===== src/design/cgsm_pkg.sv =====
`timescale 1ns / 1ps
`default_nettype none
package cgsm_pkg;

  // Slot numbers are three bits wide: the display offers at most eight slots
  localparam int unsigned SLOT_W  = 3;
  localparam int unsigned GLYPH_W = 6;

  // Operation codes on the input channel
  localparam logic OP_MAP   = 1'b0;
  localparam logic OP_FLUSH = 1'b1;

  // Kind of the item held between decode and commit
  localparam logic [1:0] KIND_ASCII = 2'd0;
  localparam logic [1:0] KIND_GLYPH = 2'd1;
  localparam logic [1:0] KIND_FLUSH = 2'd2;

  // Decoded map value: bit 7 set marks a custom glyph number in bits 5:0,
  // otherwise the byte is the ASCII look-alike; zero marks an unknown code
  localparam logic [7:0] MAP_UNKNOWN = 8'h00;
  localparam logic [7:0] MAP_GLYPH   = 8'h80;

  // Priority match token handed from cell to cell
  typedef struct packed {
    logic              hit;
    logic [SLOT_W-1:0] slot;
  } cgsm_chain_t;

  function automatic logic [7:0] cgsm_decode(input logic [15:0] code);
    logic [7:0] v;
    case (code)
      16'hd0b0: v = "a";
      16'hd0b1: v = MAP_GLYPH | 8'd0;
      16'hd0b2: v = MAP_GLYPH | 8'd1;
      16'hd0b3: v = MAP_GLYPH | 8'd2;
      16'hd0b4: v = MAP_GLYPH | 8'd3;
      16'hd0b5: v = "e";
      16'hd191: v = MAP_GLYPH | 8'd4;
      16'hd0b6: v = MAP_GLYPH | 8'd5;
      16'hd0b7: v = MAP_GLYPH | 8'd6;
      16'hd0b8: v = MAP_GLYPH | 8'd7;
      16'hd0b9: v = MAP_GLYPH | 8'd8;
      16'hd0ba: v = "k";
      16'hd0bb: v = MAP_GLYPH | 8'd9;
      16'hd0bc: v = MAP_GLYPH | 8'd10;
      16'hd0bd: v = MAP_GLYPH | 8'd11;
      16'hd0be: v = "o";
      16'hd0bf: v = MAP_GLYPH | 8'd12;
      16'hd180: v = "p";
      16'hd181: v = "c";
      16'hd182: v = MAP_GLYPH | 8'd13;
      16'hd183: v = "y";
      16'hd184: v = MAP_GLYPH | 8'd14;
      16'hd185: v = "x";
      16'hd186: v = MAP_GLYPH | 8'd15;
      16'hd187: v = MAP_GLYPH | 8'd16;
      16'hd188: v = MAP_GLYPH | 8'd17;
      16'hd189: v = MAP_GLYPH | 8'd18;
      16'hd18a: v = MAP_GLYPH | 8'd19;
      16'hd18b: v = MAP_GLYPH | 8'd20;
      16'hd18c: v = MAP_GLYPH | 8'd21;
      16'hd18d: v = MAP_GLYPH | 8'd22;
      16'hd18e: v = MAP_GLYPH | 8'd23;
      16'hd18f: v = MAP_GLYPH | 8'd24;
      16'hd090: v = "A";
      16'hd091: v = MAP_GLYPH | 8'd25;
      16'hd092: v = "B";
      16'hd093: v = MAP_GLYPH | 8'd26;
      16'hd094: v = MAP_GLYPH | 8'd27;
      16'hd095: v = "E";
      16'hd081: v = MAP_GLYPH | 8'd28;
      16'hd096: v = MAP_GLYPH | 8'd29;
      16'hd097: v = MAP_GLYPH | 8'd30;
      16'hd098: v = MAP_GLYPH | 8'd31;
      16'hd099: v = MAP_GLYPH | 8'd32;
      16'hd09a: v = "K";
      16'hd09b: v = MAP_GLYPH | 8'd33;
      16'hd09c: v = "M";
      16'hd09d: v = "H";
      16'hd09e: v = "O";
      16'hd09f: v = MAP_GLYPH | 8'd34;
      16'hd0a0: v = "P";
      16'hd0a1: v = "C";
      16'hd0a2: v = "T";
      16'hd0a3: v = MAP_GLYPH | 8'd35;
      16'hd0a4: v = MAP_GLYPH | 8'd36;
      16'hd0a5: v = "X";
      16'hd0a6: v = MAP_GLYPH | 8'd37;
      16'hd0a7: v = MAP_GLYPH | 8'd38;
      16'hd0a8: v = MAP_GLYPH | 8'd39;
      16'hd0a9: v = MAP_GLYPH | 8'd40;
      16'hd0aa: v = MAP_GLYPH | 8'd41;
      16'hd0ab: v = MAP_GLYPH | 8'd42;
      16'hd0ac: v = MAP_GLYPH | 8'd43;
      16'hd0ad: v = MAP_GLYPH | 8'd44;
      16'hd0ae: v = MAP_GLYPH | 8'd45;
      16'hd0af: v = MAP_GLYPH | 8'd46;
      default:  v = MAP_UNKNOWN;
    endcase
    return v;
  endfunction

endpackage
`default_nettype wire


===== src/design/cgsm_in_if.sv =====
`timescale 1ns / 1ps
`default_nettype none
interface cgsm_in_if;
  logic        valid;
  logic        ready;
  logic        opcode;
  logic [15:0] code_point;

  modport source (output valid, input ready, output opcode, output code_point);
  modport sink   (input valid, output ready, input opcode, input code_point);
endinterface
`default_nettype wire


===== src/design/cgsm_out_if.sv =====
`timescale 1ns / 1ps
`default_nettype none
interface cgsm_out_if;
  logic       valid;
  logic       ready;
  logic [7:0] char_code;
  logic       is_custom;
  logic       load_glyph;
  logic [5:0] glyph_number;

  modport source (output valid, input ready, output char_code, output is_custom,
                  output load_glyph, output glyph_number);
  modport sink   (input valid, output ready, input char_code, input is_custom,
                  input load_glyph, input glyph_number);
endinterface
`default_nettype wire


===== src/design/cgsm_cell.sv =====
`timescale 1ns / 1ps
`default_nettype none
module cgsm_cell
  import cgsm_pkg::*;
#(
  parameter int unsigned INDEX = 0
) (
  input  wire logic               clk,
  input  wire logic               rst,
  input  wire logic               clear,
  input  wire logic               write_en,
  input  wire logic [GLYPH_W-1:0] glyph,
  input  wire cgsm_chain_t        chain_in,
  output      cgsm_chain_t        chain_out
);

  logic               valid;
  logic [GLYPH_W-1:0] held;
  logic               match;

  // Only a valid slot may claim the glyph; an unwritten entry is never compared
  assign match = valid && (held == glyph);

  // Pass an earlier claim through, else claim with this slot's number
  always_comb begin
    if (chain_in.hit) begin
      chain_out = chain_in;
    end else begin
      chain_out.hit  = match;
      chain_out.slot = SLOT_W'(INDEX);
    end
  end

  always_ff @(posedge clk) begin
    if (rst || clear) begin
      valid <= 1'b0;
    end else if (write_en) begin
      valid <= 1'b1;
    end
  end

  always_ff @(posedge clk) begin
    if (write_en) begin
      held <= glyph;
    end
  end

endmodule
`default_nettype wire


===== src/design/cyrillic_glyph_slot_mapper_top.sv =====
`timescale 1ns / 1ps
`default_nettype none
// Cyrillic glyph slot mapper for a character display with custom glyph slots.
//
// in_ch  : opcode (map / flush) and a two-byte UTF-8 code, big-endian.
// out_ch : char_code, is_custom, load_glyph, glyph_number.
// Look-alike letters come out as their ASCII code. Every other letter is
// looked up in a row of SLOT_COUNT slot cells; a hit returns the slot number,
// a miss takes over the slot at the round-robin pointer and raises
// load_glyph so that the bitmap is written before the character is shown.
// Unknown codes and flushes give no result; a flush empties every slot and
// returns the pointer to slot 0.
//
// Timing: an item is taken, decoded into a holding register, and committed
// against the cell row once the output register has room; the result is then
// held in the output register. A new item is taken only once the held one is
// committed; unknown codes are dropped on the transfer and never held.
// When the receiver stalls, the result waits in the output register and the
// next item waits in the holding register; input ready drops until it moves.
// Synchronous reset empties every slot, zeroes the pointer and drops both
// valid flags; no clearing pass is needed afterwards.
module cyrillic_glyph_slot_mapper_top
  import cgsm_pkg::*;
#(
  parameter int unsigned SLOT_COUNT = 8
) (
  input  wire logic  clk,
  input  wire logic  rst,
  cgsm_in_if.sink    in_ch,
  cgsm_out_if.source out_ch
);

  // Holding register between decode and commit
  logic       busy;
  logic [1:0] kind;
  logic [7:0] item_val;

  logic [SLOT_W-1:0] next_slot;

  logic [7:0] map_val;
  logic       accept;
  logic       commit;
  logic       is_glyph;
  logic       allocate;

  // Output register
  logic               out_valid;
  logic [7:0]         char_code;
  logic               is_custom;
  logic               load_glyph;
  logic [GLYPH_W-1:0] glyph_number;

  cgsm_chain_t chain [SLOT_COUNT+1];

  assign in_ch.ready = !busy;
  assign accept      = in_ch.valid && !busy;
  assign map_val     = cgsm_decode(in_ch.code_point);

  // Commit once the output register is free or being drained; a flush needs
  // no room as it gives no result
  assign commit   = busy && ((kind == KIND_FLUSH) || !out_valid || out_ch.ready);
  assign is_glyph = (kind == KIND_GLYPH);
  assign allocate = commit && is_glyph && !chain[SLOT_COUNT].hit;

  // Take the item; drop unknown codes at once
  always_ff @(posedge clk) begin
    if (rst) begin
      busy <= 1'b0;
    end else if (accept) begin
      busy <= (in_ch.opcode == OP_FLUSH) || (map_val != MAP_UNKNOWN);
    end else if (commit) begin
      busy <= 1'b0;
    end
  end

  always_ff @(posedge clk) begin
    if (accept) begin
      item_val <= map_val;
      if (in_ch.opcode == OP_FLUSH) begin
        kind <= KIND_FLUSH;
      end else if ((map_val & MAP_GLYPH) != 8'd0) begin
        kind <= KIND_GLYPH;
      end else begin
        kind <= KIND_ASCII;
      end
    end
  end

  // Row of slot cells; the match token ripples from slot 0 upwards
  assign chain[0] = '0;

  genvar i;
  generate
    for (i = 0; i < SLOT_COUNT; i++) begin : g_cell
      cgsm_cell #(
        .INDEX(i)
      ) u_cell (
        .clk      (clk),
        .rst      (rst),
        .clear    (commit && (kind == KIND_FLUSH)),
        .write_en (allocate && (next_slot == SLOT_W'(i))),
        .glyph    (item_val[GLYPH_W-1:0]),
        .chain_in (chain[i]),
        .chain_out(chain[i+1])
      );
    end
  endgenerate

  // Round-robin pointer: advance on a miss, wrap after the last slot, flush to 0
  always_ff @(posedge clk) begin
    if (rst) begin
      next_slot <= '0;
    end else if (commit && (kind == KIND_FLUSH)) begin
      next_slot <= '0;
    end else if (allocate) begin
      if (next_slot >= SLOT_W'(SLOT_COUNT - 1)) begin
        next_slot <= '0;
      end else begin
        next_slot <= next_slot + SLOT_W'(1);
      end
    end
  end

  // Load the output register on a non-flush commit, hold it until the transfer
  always_ff @(posedge clk) begin
    if (rst) begin
      out_valid <= 1'b0;
    end else if (commit && (kind != KIND_FLUSH)) begin
      out_valid <= 1'b1;
    end else if (out_ch.ready) begin
      out_valid <= 1'b0;
    end
  end

  always_ff @(posedge clk) begin
    if (commit && (kind != KIND_FLUSH)) begin
      if (is_glyph) begin
        // A miss reports the slot just taken over, the last slot included
        char_code    <= chain[SLOT_COUNT].hit ? 8'(chain[SLOT_COUNT].slot)
                                              : 8'(next_slot);
        is_custom    <= 1'b1;
        load_glyph   <= !chain[SLOT_COUNT].hit;
        glyph_number <= item_val[GLYPH_W-1:0];
      end else begin
        char_code    <= item_val;
        is_custom    <= 1'b0;
        load_glyph   <= 1'b0;
        glyph_number <= '0;
      end
    end
  end

  assign out_ch.valid        = out_valid;
  assign out_ch.char_code    = char_code;
  assign out_ch.is_custom    = is_custom;
  assign out_ch.load_glyph   = load_glyph;
  assign out_ch.glyph_number = glyph_number;

endmodule
`default_nettype wire


===== src/flat_wrapper.sv =====
// flat-port wrapper written by rule: the top's interface ports become plain ports
module cyrillic_glyph_slot_mapper_top_flat import cgsm_pkg::*;
#(
  parameter int unsigned SLOT_COUNT = 8
)
  (clk, rst, in_ch_valid, in_ch_ready, in_ch_opcode, in_ch_code_point, out_ch_valid, out_ch_ready, out_ch_char_code, out_ch_is_custom, out_ch_load_glyph, out_ch_glyph_number);
  cgsm_in_if in_ch_i ();
  cgsm_out_if out_ch_i ();
  input  wire logic clk;
  input  wire logic rst;
  input wire logic [$bits(in_ch_i.valid)-1:0] in_ch_valid;
  output wire logic [$bits(in_ch_i.ready)-1:0] in_ch_ready;
  input wire logic [$bits(in_ch_i.opcode)-1:0] in_ch_opcode;
  input wire logic [$bits(in_ch_i.code_point)-1:0] in_ch_code_point;
  output wire logic [$bits(out_ch_i.valid)-1:0] out_ch_valid;
  input wire logic [$bits(out_ch_i.ready)-1:0] out_ch_ready;
  output wire logic [$bits(out_ch_i.char_code)-1:0] out_ch_char_code;
  output wire logic [$bits(out_ch_i.is_custom)-1:0] out_ch_is_custom;
  output wire logic [$bits(out_ch_i.load_glyph)-1:0] out_ch_load_glyph;
  output wire logic [$bits(out_ch_i.glyph_number)-1:0] out_ch_glyph_number;
  assign in_ch_i.valid = in_ch_valid;
  assign in_ch_ready = in_ch_i.ready;
  assign in_ch_i.opcode = in_ch_opcode;
  assign in_ch_i.code_point = in_ch_code_point;
  assign out_ch_valid = out_ch_i.valid;
  assign out_ch_i.ready = out_ch_ready;
  assign out_ch_char_code = out_ch_i.char_code;
  assign out_ch_is_custom = out_ch_i.is_custom;
  assign out_ch_load_glyph = out_ch_i.load_glyph;
  assign out_ch_glyph_number = out_ch_i.glyph_number;
  cyrillic_glyph_slot_mapper_top #(.SLOT_COUNT(SLOT_COUNT)) u_core (.clk(clk), .rst(rst), .in_ch(in_ch_i), .out_ch(out_ch_i));
endmodule

===== config.mk =====
export PLATFORM = sky130hd
export DESIGN_NAME = cyrillic_glyph_slot_mapper_top_flat
export DESIGN_NICKNAME = d
export VERILOG_FILES = /design/src/design/cgsm_pkg.sv /design/src/design/cgsm_in_if.sv /design/src/design/cgsm_out_if.sv /design/src/design/cgsm_cell.sv /design/src/design/cyrillic_glyph_slot_mapper_top.sv /design/src/flat_wrapper.sv
export SDC_FILE = /design/constraint.sdc
export NUM_CORES = 1
export LEC_CHECK = 0
export BUFFER_PORTS_ARGS = -buffer_cell sky130_fd_sc_hd__buf_2
export CELL_PAD_IN_SITES_DETAIL_PLACEMENT = 1
export CELL_PAD_IN_SITES_GLOBAL_PLACEMENT = 2
export CORE_MARGIN = 2
export CORE_UTILIZATION = 43
export CTS_BUF_LIST = sky130_fd_sc_hd__clkbuf_16
export DETAILED_ROUTE_END_ITERATION = 8
export HOLD_SLACK_MARGIN = 0.03
export PLACE_DENSITY_LB_ADDON = 0.1
export SLEW_MARGIN = 20
export SYNTH_ARGS = -nofsm -noshare
export SYNTH_HDL_FRONTEND = slang
export SYNTH_HIERARCHICAL = 1
export SYNTH_SLANG_ARGS = --single-unit

===== constraint.sdc =====
create_clock -name clk -period 7.8 [get_ports clk]
set_input_delay 1.17 -clock clk [delete_from_list [all_inputs] [get_ports clk]]
set_output_delay 1.17 -clock clk [all_outputs]
set_load 0.01 [all_outputs]

After elaboration in Yosys (flattened, before gate mapping)
Cells that the tools add are included.

Add/subtract/negate cells: 1. Magnitude comparators: 1. Equality and inequality tests: 84. Mux-type cells: 17. Reductions and logical operators: 34.

Operators by type and width (number): $eq 16x16->1 const B (66); $pmux 8 s66 (1); $eq 6x6->1 (8); $mux 4 (7); $logic_and 1x1->1 (22); $eq 3x3->1 const B (4); $mux 8 (1); $reduce_bool 8->1 (1); $eq 3x2->1 const B (2); $mux 1 (6); $mux 3 (2); $logic_or 1x1->1 (4); $reduce_bool 2->1 (2); $add 3x1->3 const B (1); $eq 3x1->1 const B (1); $ge 3x3->1 const B (1); $logic_not 1->1 (3); $logic_not 3->1 (1); $eq 2x1->1 const B (1); $eq 2x2->1 const B (1); $ne 2x2->1 const B (1); $reduce_or 2->1 (1).

Register bits: 87. Output and inout port bits: 18.

Depth between registers and ports, before layout
Gate-level depths: netlist of the first run.

Word-level depth: 12. Mapped depth: 16. Mapped depth without buffers: 15.

Modules after synthesis
Netlist of the first run, hierarchy kept.

Modules (own cells, without submodules): cyrillic_glyph_slot_mapper_top (times used 1, cells each 290, area each 2418.6 um2); cgsm_cell (times used 8, cells each 21, area each 299.0 um2).

Least setup slack after synthesis of the first run
No wires, ideal clock.

Path kind: reg-to-reg. Start point: register u_core.item_val[2]. End point: register u_core.g_cell[0].u_cell.held[0], enable pin. Setup time: 0.325 ns. Arrival time: 3.944 ns. Data required time: 7.475 ns. Path slack: 3.531 ns. Cell stages (with the launch flop): 14. Buffers on the path: 1. Clock period less this slack: 4.269 ns. Cells stage by stage: edfxtp_1 -> xor2_1 -> nor3_1 -> a41o_1 -> a41o_1 -> a41o_1 -> a41o_1 -> a41o_1 -> a41o_1 -> a41o_1 -> a41o_1 -> clkbuf_1 -> nor4_1 -> and3_1.

RTL lines: start, declared (RTL line cyrillic_glyph_slot_mapper_top.sv:36) `logic [7:0] item_val;`; start signal, assigned (RTL line cyrillic_glyph_slot_mapper_top.sv:78) `item_val <= map_val;`; end signal, assigned (RTL line cgsm_cell.sv:44) `held <= glyph;`; end, declared (RTL line cgsm_cell.sv:18) `logic [GLYPH_W-1:0] held;`.

==> results of run 1 <==
-- cell type report --
| cell class | count | area, µm² | share of cell area |
|---|---|---|---|
| tap | 140 | 175 | 0.0318 |
| timing repair buffer | 46 | 254 | 0.0461 |
| sequential | 87 | 2480 | 0.451 |
| clock buffer | 9 | 225 | 0.0409 |
| multi-input combinational | 345 | 2220 | 0.404 |
| inverter | 11 | 41.3 | 0.00749 |
| clock inverter | 7 | 106 | 0.0193 |
-- power groups by stage --
stage / Sequential, µW / Clock, µW / Combinational, µW
floorplan: 525 / 0 / 59.7
detailed placement: 519 / 0 / 98.1
CTS: 510 / 482 / 99.3
global route: 510 / 499 / 109
global placement: 519 / 0 / 96.3
finish: 509 / 471 / 100
-- cells by family after synthesis --
kind of cell | after synthesis | share of synthesized area
simple gates | 190 | 0.210
other cells | 1 | 0.000779
buf+inv | 32 | 0.0281
xor+xnor | 49 | 0.0892
compound gates | 89 | 0.132
fa+ha+maj | 6 | 0.0156
mux | 4 | 0.00832
flops | 87 | 0.516
-- registers in the layout, summed over array words and instances (netlist names), 2 cells and up --
signal and flops:
u_core/out_ch.char_code 8, u_core/next_slot 3, u_core/item_val 8, u_core/g_cell.u_cell/valid 8, u_core/kind 2, u_core/g_cell.u_cell/held 48, u_core/out_ch.glyph_number 6
-- cell usage after synthesis (all sizes together), types with 2 or more instances --
cell type	instances	area, µm²
edfxtp	74	2220
xor2	40	350
nor2	38	143
nand2	28	105
and2	25	156
nor3	25	125
nand2b	24	150
o21ai	18	90.1
a21oi	17	85.1
buf	15	71.3
dfxtp	13	260
nand3	13	65.1
inv	11	41.3
nor2b	10	65.1
a41o	9	90.1
and3	9	56.3
xnor2	9	78.8
a31oi	6	37.5
clkbuf	6	22.5
ha	6	75.1
a22oi	4	30.0
mux2i	4	40.0
o22ai	4	25.0
o31ai	4	30.0
a211o	3	26.3
a211oi	3	22.5
a311oi	3	26.3
nand3b	3	22.5
or2	3	18.8
a32oi	2	17.5
nand4	2	12.5
nor3b	2	15.0
o2111ai	2	17.5
o211ai	2	15.0
o41ai	2	36.3
or3	2	12.5
or4b	2	20.0
-- stage by stage --
| step | area (µm²) | utilization | setup slack, ns | instances |
|---|---|---|---|---|
| after floorplan | 4830 | - | 3.53 | 464 |
| after global placement | 5160 | 0.474 | 3.25 | 628 |
| after detailed placement | 5160 | 0.474 | 3.08 | 628 |
| after CTS | 5500 | 0.505 | 3.02 | 644 |
| after global routing | 5510 | 0.506 | 2.81 | 645 |
| final | 5510 | 0.506 | 3.05 | 645 |
-- layer usage --
layer  share of wire  track usage  up-vias
met5               0            0        -
met2            0.52        0.427       98
met4           0.032       0.0931        0
met1            0.40        0.261     1835
met3           0.044       0.0486       32
li1                -            -     1758
-- worst register-to-register path, stage by stage, from the launching register on --
cell                       delay (ns)
sky130_fd_sc_hd__edfxtp_1        0.33
sky130_fd_sc_hd__buf_4           0.27
sky130_fd_sc_hd__xor2_1          0.21
sky130_fd_sc_hd__nor3_1          0.08
sky130_fd_sc_hd__a41o_1          0.27
sky130_fd_sc_hd__a41o_1          0.25
sky130_fd_sc_hd__a41o_1          0.25
sky130_fd_sc_hd__a41o_1          0.25
sky130_fd_sc_hd__a41o_1          0.26
sky130_fd_sc_hd__a41o_1          0.26
sky130_fd_sc_hd__a41o_1          0.27
sky130_fd_sc_hd__a41o_1          0.32
sky130_fd_sc_hd__nor4_2          0.90
sky130_fd_sc_hd__and3_1          0.49
-- worst min-delay path by stage --
stage                                              from  cells past startpoint                       endpoint
after floorplan           u_core/g_cell[0].u_cell/valid                      2  u_core/g_cell[0].u_cell/valid
after global placement    u_core/g_cell[0].u_cell/valid                      2  u_core/g_cell[0].u_cell/valid
after detailed placement  u_core/g_cell[7].u_cell/valid                      2  u_core/g_cell[7].u_cell/valid
after CTS                 u_core/g_cell[7].u_cell/valid                      2  u_core/g_cell[7].u_cell/valid
after global routing      u_core/g_cell[7].u_cell/valid                      2  u_core/g_cell[7].u_cell/valid
final                     u_core/g_cell[7].u_cell/valid                      2  u_core/g_cell[7].u_cell/valid
==> reports/qor.tcl, run 1 <==
set qor(run_status) {finished, final reports clean}
set qor(synth_enable_flop_cells) 74
set qor(ys_seq_area_frac) 0.516
set qor(worst_hold_path_type) {flop to flop}
set qor(num_antenna_cells) 0
set qor(synth.lib_cells_used.distinct) 56
set qor(hold_ws_ns) 0.501
set qor(tritoncts.num_buffers) 9
set qor(remaining_drc_errors) 0
set qor(floorplan.rows) 38
set qor(grt_start_max_net_pins) 35
set qor(synth_flop_cell) {sky130_fd_sc_hd__edfxtp_1}
set qor(tritoncts) {built}
set qor(fp.coreArea_um2) 10900
set qor(powerDensity_nw_per_um2) 196
set qor(crit_path_end) {u_core/g_cell[0].u_cell/held[4]}
set qor(grt-ovfl-total) 0
set qor(routed-via-count) 3723
set qor(route.detailed.vias_per_inst) 5.77
set qor(syn_area_per_cell_um2) 10.5
set qor(drt.antenna.violating_nets) 0
set qor(floorplan.die.height_um) 110
set qor(power_frac_clock) 0.436
set qor(synthArstFlopShare) 0
set qor(dieWidth_um) 110
set qor(rrSetupSlack_ns) 3.05
set qor(io_buffers) 38
set qor(finalSetupViolCount) 0
set qor(drt_iter0_drcs) 222
set qor(antenna_found_initial) 0
set qor(yosys_warnings) 6
set qor(power_report.internal_total_uw) 850
set qor(syn_area_um2) 4810
set qor(postCtsSetupBuffers) 0
set qor(unrepaired_setup_endpoints_after_global_routing) {false}
set qor(critical_path.n_buffers_inverters) 1
set qor(timing.critical_path.to_type) {flop}
set qor(synth_cells) 458
set qor(r2r-end) {u_core/g_cell[0].u_cell/held[4]}
set qor(final_cell_mix) {74 x sky130_fd_sc_hd__edfxtp_1, 40 x sky130_fd_sc_hd__xor2_1, 38 x sky130_fd_sc_hd__buf_2}
set qor(crit_cells) 13
set qor(initial_core_util) 0.442
set qor(clk_transition_reported_paths_ns) 0.06
set qor(number_of_buffers_inserted_for_hold_repair_after_clock_tree_synthesis) 0
set qor(cts.sink_count) 87
set qor(power.total_uw) 1080
set qor(ios) 39
set qor(grt_first_pass_wirelength_mm) 20.6
set qor(gpl.final_weighted_congestion) 0.870
set qor(final_period_minus_worst_setup_slack_ns) 4.75
set qor(layout_worst_path_cycle_share) 0.609
set qor(cpPeakStageDelay_ns) 0.90
set qor(cts_buffer_depth) 2
set qor(filler_cell_count) 1193
set qor(clockRootBuffer) {sky130_fd_sc_hd__clkbuf_16}
set qor(power_frac_seq) 0.471
set qor(p_comb_frac) 0.093
set qor(critical-path-top-cell-by-count) {sky130_fd_sc_hd__a41o_1}
set qor(worstRegToRegCells) 13
set qor(dp.final_hpwl_mm) 9.02
set qor(cp_slowest_cell) {sky130_fd_sc_hd__nor4_2}
set qor(worst-endpoint-required_ns) 7.80
set qor(clk_latency_worst_skew_pair_ns) 0.34
set qor(hold_violations) 0
set qor(area_growth_syn_to_layout_pct) 14.5
set qor(fmaxAchievable_ghz) 0.211
set qor(maxSlewHeadroom) 0.275
set qor(cp-start-kind) {flop}
set qor(drive_gt1_frac) 0.135
set qor(cts_htree_levels) 3
set qor(drt_first_pass_iters) 4
set qor(route.final.wire_length_mm) 13.4
set qor(startpoint_of_the_most_critical_register_to_register_path) {u_core/item_val[0]}
set qor(timing.setup.tns_ns) 0
set qor(cells_traversed_along_the_worst_timing_path) {buf_4 -> xor2_1 -> nor3_1 -> a41o_1 -> a41o_1 -> a41o_1 -> a41o_1 -> a41o_1 -> a41o_1 -> a41o_1 -> a41o_1 -> nor4_2 -> and3_1}
set qor(max_cap_viol_count) 0
set qor(cp_max_fo) 18
set qor(final.setup_skew_ns) 0.00686
set qor(timing_worst_setup_path_type) {flop to flop}
set qor(startpoint) {u_core/item_val[0]}
set qor(wl_per_cell_um) 20.7
set qor(cts_resized) 0
set qor(slew_violations) 0
set qor(first_global_vias) 3848
set qor(timing_worst_slew_pin_value_ns) 1.08
set qor(grt_use_total) 0.233
set qor(final_common_cell) {sky130_fd_sc_hd__edfxtp_1}
set qor(total_switching_power_uw) 231
set qor(vdd_ir_drop_max_uv) 137
set qor(count_of_state_elements_after_synthesis) 87
set qor(power.static_leakage_uw) 0.00210
set qor(worst_ep_arrival_time_ns) 4.75
set qor(num-nets-final) 527
set qor(switching_share) 0.214
set qor(path_delay_family) {compound AO/OA/AOI/OAI gates}
set qor(fp.dieArea_um2) 12100
Note: power is estimated with default switching activity, not from simulation.
==> run 2: changes to the inputs <==
- ABC_AREA: unset -> 1
- CORE_UTILIZATION: 43 -> 35
- clock period: 7.8 -> 4.9 ns (I/O delays scaled with it)
==> run 2 against run 1 <==
Against the previous run:
- register-to-register slack got worse by 2.2 ns
- via count increased by 32%
- synthesized cell count rose by 64%
- sequential share of layout area shrank 5.7 points
- count of clock-buffer cells in the layout unchanged
- final cell count is 60% higher
- first-iteration DRC count down 14%
- critical path type unchanged
- critical endpoint is now u_core/g_cell[7].u_cell/held[4]
- largest power group unchanged
- setup slack got worse by 2.2 ns
==> reports/qor.tcl, run 2 <==
set qor(ys_seq_area_frac) 0.454 ;# -0.0624
set qor(num_antenna_cells) 0 ;# unchanged
set qor(drt.antenna.violating_nets) 0 ;# unchanged
set qor(worst-endpoint-required_ns) 4.88 ;# -2.92 ns
set qor(synth.lib_cells_used.distinct) 43 ;# -23%
set qor(tritoncts) {built}
set qor(first_global_vias) 5167 ;# +34%
set qor(cp_slowest_cell) {sky130_fd_sc_hd__nor2_1}
set qor(timing_worst_slew_pin_value_ns) 1.03 ;# -0.0484 ns
set qor(cts_buffer_depth) 2 ;# unchanged
set qor(cts_htree_levels) 3 ;# unchanged
set qor(clk_transition_reported_paths_ns) 0.06 ;# about the same
set qor(critical-path-top-cell-by-count) {sky130_fd_sc_hd__o21bai_2}
set qor(cp_max_fo) 22 ;# +4
set qor(syn_area_um2) 5470 ;# +14%
set qor(routed-via-count) 4909 ;# +32%
set qor(floorplan.rows) 45 ;# +18%
set qor(synth_cells) 751 ;# +64%
set qor(clk_latency_worst_skew_pair_ns) 0.34 ;# about the same
set qor(final_common_cell) {sky130_fd_sc_hd__nand2_1}
set qor(floorplan.die.height_um) 129 ;# +18%
set qor(final_cell_mix) {219 x sky130_fd_sc_hd__nand2_1, 157 x sky130_fd_sc_hd__inv_1, 109 x sky130_fd_sc_hd__nor2_1}
set qor(wl_per_cell_um) 15.7 ;# -24%
set qor(filler_cell_count) 1947 ;# +63%
set qor(dieWidth_um) 129 ;# +18%
set qor(layout_worst_path_cycle_share) 0.824 ;# +0.215
set qor(postCtsSetupBuffers) 0 ;# unchanged
set qor(timing.critical_path.to_type) {flop}
set qor(maxSlewHeadroom) 0.308 ;# +0.0324
set qor(final.setup.worst_slack_ns) 0.864 ;# -2.19 ns
set qor(initial_core_util) 0.359 ;# -0.0832
set qor(power.static_leakage_uw) 0.00322 ;# +53%
set qor(clockRootBuffer) {sky130_fd_sc_hd__clkbuf_16}
set qor(syn_area_per_cell_um2) 7.29 ;# -31%
set qor(drt_iter0_drcs) 190 ;# -14%
set qor(count_of_state_elements_after_synthesis) 87 ;# unchanged
set qor(max_flop_register) {u_core/g_cell.u_cell/held}
set qor(vdd_ir_drop_max_uv) 149 ;# +8.5%
set qor(cpPeakStageDelay_ns) 0.61 ;# -0.29 ns
set qor(route.detailed.vias_per_inst) 4.77 ;# -17%
set qor(rrSetupSlack_ns) 0.86 ;# -2.19 ns
set qor(tritoncts.num_buffers) 9 ;# unchanged
set qor(holdPathStages) 2 ;# unchanged
set qor(grt_first_pass_wirelength_mm) 26.1 ;# +26%
set qor(cp-start-kind) {flop}
set qor(fp.coreArea_um2) 15300 ;# +40%
set qor(drt_first_pass_iters) 4 ;# unchanged
set qor(dp.final_hpwl_mm) 12.3 ;# +37%
set qor(cts.sink_count) 87 ;# unchanged
set qor(timing_worst_setup_path_type) {flop to flop}
set qor(slew_violations) 0 ;# unchanged
set qor(fp.dieArea_um2) 16700 ;# +38%
set qor(final_period_minus_worst_setup_slack_ns) 4.04 ;# -0.714 ns
set qor(final_cell_count_no_fill) 1030 ;# +60%
set qor(grt-ovfl-total) 0 ;# unchanged
set qor(fmaxAchievable_ghz) 0.248 ;# +18%
set qor(worst_ep_arrival_time_ns) 4.01 ;# -0.74 ns
set qor(cts_resized) 0 ;# unchanged
set qor(route.final.wire_length_mm) 16.1 ;# +21%
set qor(worst_hold_path_type) {flop to flop}
set qor(unrepaired_setup_endpoints_after_global_routing) {false}
set qor(r2r-end) {u_core/g_cell[7].u_cell/held[4]}
set qor(cells_traversed_along_the_worst_timing_path) {buf_4 -> nand2_1 -> nand2_1 -> nor2_1 -> nand2_1 -> o21bai_2 -> o21bai_2 -> o21bai_2 -> o21bai_2 -> o21bai_2 -> o21bai_2 -> o21bai_2 -> o21bai_2 -> nor2_1 -> nand2_1 -> nor2_1}
set qor(startpoint_of_the_most_critical_register_to_register_path) {u_core/item_val[4]}
set qor(drive_gt1_frac) 0.126 ;# -0.00889
set qor(synth.top_cells.by_count) {219 x sky130_fd_sc_hd__nand2_1, 157 x sky130_fd_sc_hd__inv_1, 109 x sky130_fd_sc_hd__nor2_1}
set qor(synth_enable_flop_cells) 74 ;# unchanged
set qor(grt_use_total) 0.205 ;# -0.0278
set qor(gpl.final_weighted_congestion) 1.01 ;# +16%
set qor(ios) 39 ;# unchanged
set qor(detailedPlace.worstSlack_ns) 0.845 ;# -2.24 ns
set qor(netlist.area_leader.share) 0.406 ;# -0.0559
set qor(worstRegToRegCells) 16 ;# +3
set qor(ys_top_cells_by_area) {sky130_fd_sc_hd__edfxtp_1 41%, sky130_fd_sc_hd__nand2_1 15%, sky130_fd_sc_hd__inv_1 11%}
set qor(grt_start_max_net_pins) 30 ;# -14%
set qor(synth.largest_area_cell) {sky130_fd_sc_hd__edfxtp_1}
set qor(number_of_buffers_inserted_for_hold_repair_after_clock_tree_synthesis) 0 ;# unchanged
set qor(synth_flop_cell) {sky130_fd_sc_hd__edfxtp_1}
set qor(num-nets-final) 841 ;# +60%
set qor(synthMostInstantiatedCell) {sky130_fd_sc_hd__nand2_1}
set qor(antenna_found_initial) 0 ;# unchanged
set qor(timing.setup.tns_ns) 0 ;# unchanged
set qor(io_buffers) 38 ;# unchanged
set qor(yosys_warnings) 6 ;# unchanged
set qor(remaining_drc_errors) 0 ;# unchanged
set qor(place_inst) 1014 ;# +61%
set qor(synthArstFlopShare) 0 ;# unchanged
set qor(worst_hold_path_startpoint) {u_core/g_cell[0].u_cell/valid}
set qor(final.setup_skew_ns) 0.0123 ;# +0.00545 ns
set qor(hold_ws_ns) 0.490 ;# -0.0116 ns
set qor(max_cap_viol_count) 0 ;# unchanged
set qor(area_growth_syn_to_layout_pct) 15.2
set qor(finalSetupViolCount) 0 ;# unchanged
set qor(largest_register_ffs) 48 ;# unchanged
set qor(whs_endpoint) {u_core/g_cell[0].u_cell/valid}
set qor(powerDensity_nw_per_um2) 259 ;# +32%
set qor(hold_violations) 0 ;# unchanged
set qor(run_status) {finished, final reports clean}
-- run 2: power by group --
group / switching (µW) / total, µW / internal [µW]
logic: 98.3 / 138 / 39.8
registers: 3.95 / 814 / 810
clock network: 289 / 684 / 395
-- run 2: through the flow --
step | total power, µW | area [µm²] | utilization
6_report | 1640 | 6300 | 0.413
3_3_place_gp | 965 | 6010 | 0.394
5_1_grt | 1700 | 6300 | 0.413
2_1_floorplan | 916 | 5500 | -
3_5_place_dp | 969 | 6010 | 0.394
4_1_cts | 1660 | 6300 | 0.413
-- run 2: how the worst max path moves through the flow --
stage,to,slack (ns),start
6_report,u_core/g_cell[7].u_cell/held[4],0.86,u_core/item_val[4]
5_1_grt,u_core/g_cell[7].u_cell/valid,0.53,u_core/item_val[4]
4_1_cts,u_core/g_cell[7].u_cell/held[4],0.84,u_core/item_val[4]
3_5_place_dp,u_core/g_cell[7].u_cell/held[3],0.85,u_core/item_val[4]
3_3_place_gp,u_core/g_cell[7].u_cell/held[0],0.93,u_core/item_val[4]
2_1_floorplan,u_core/g_cell[0].u_cell/held[0],1.08,u_core/item_val[5]
-- run 2: layer usage --
layer | GRT usage | part of all wire | vias up
li1 | - | - | 2461
met3 | 0.0343 | 0.029 | 38
met5 | 0 | 0 | -
met4 | 0.0946 | 0.033 | 0
met2 | 0.362 | 0.50 | 83
met1 | 0.244 | 0.44 | 2327
-- run 2: cell families after synthesis --
| family | count (synthesis) | synth area share |
|---|---|---|
| compound gates | 54 | 0.0704 |
| flops | 87 | 0.454 |
| other cells | 1 | 0.000685 |
| simple gates | 431 | 0.340 |
| fa+ha+maj | 6 | 0.0137 |
| buf+inv | 172 | 0.122 |
-- run 2: worst max-delay path: cells and delay by family (launching register included) --
family,cells,cell delay [ns]
and+or+nand+nor,7,1.31
buffers and inverters,1,0.29
AOI/OAI and AO/OA,8,1.68
DFF,1,0.39
-- run 2: area by class of cell --
cell class | instances | area (µm²) | share of cell area
clock buffer | 9 | 225 | 0.0357
clock inverter | 7 | 71.3 | 0.0113
inverter | 167 | 627 | 0.0994
multi-input combinational | 498 | 2350 | 0.372
sequential | 87 | 2480 | 0.394
tap | 211 | 264 | 0.0419
timing repair buffer | 51 | 288 | 0.0456
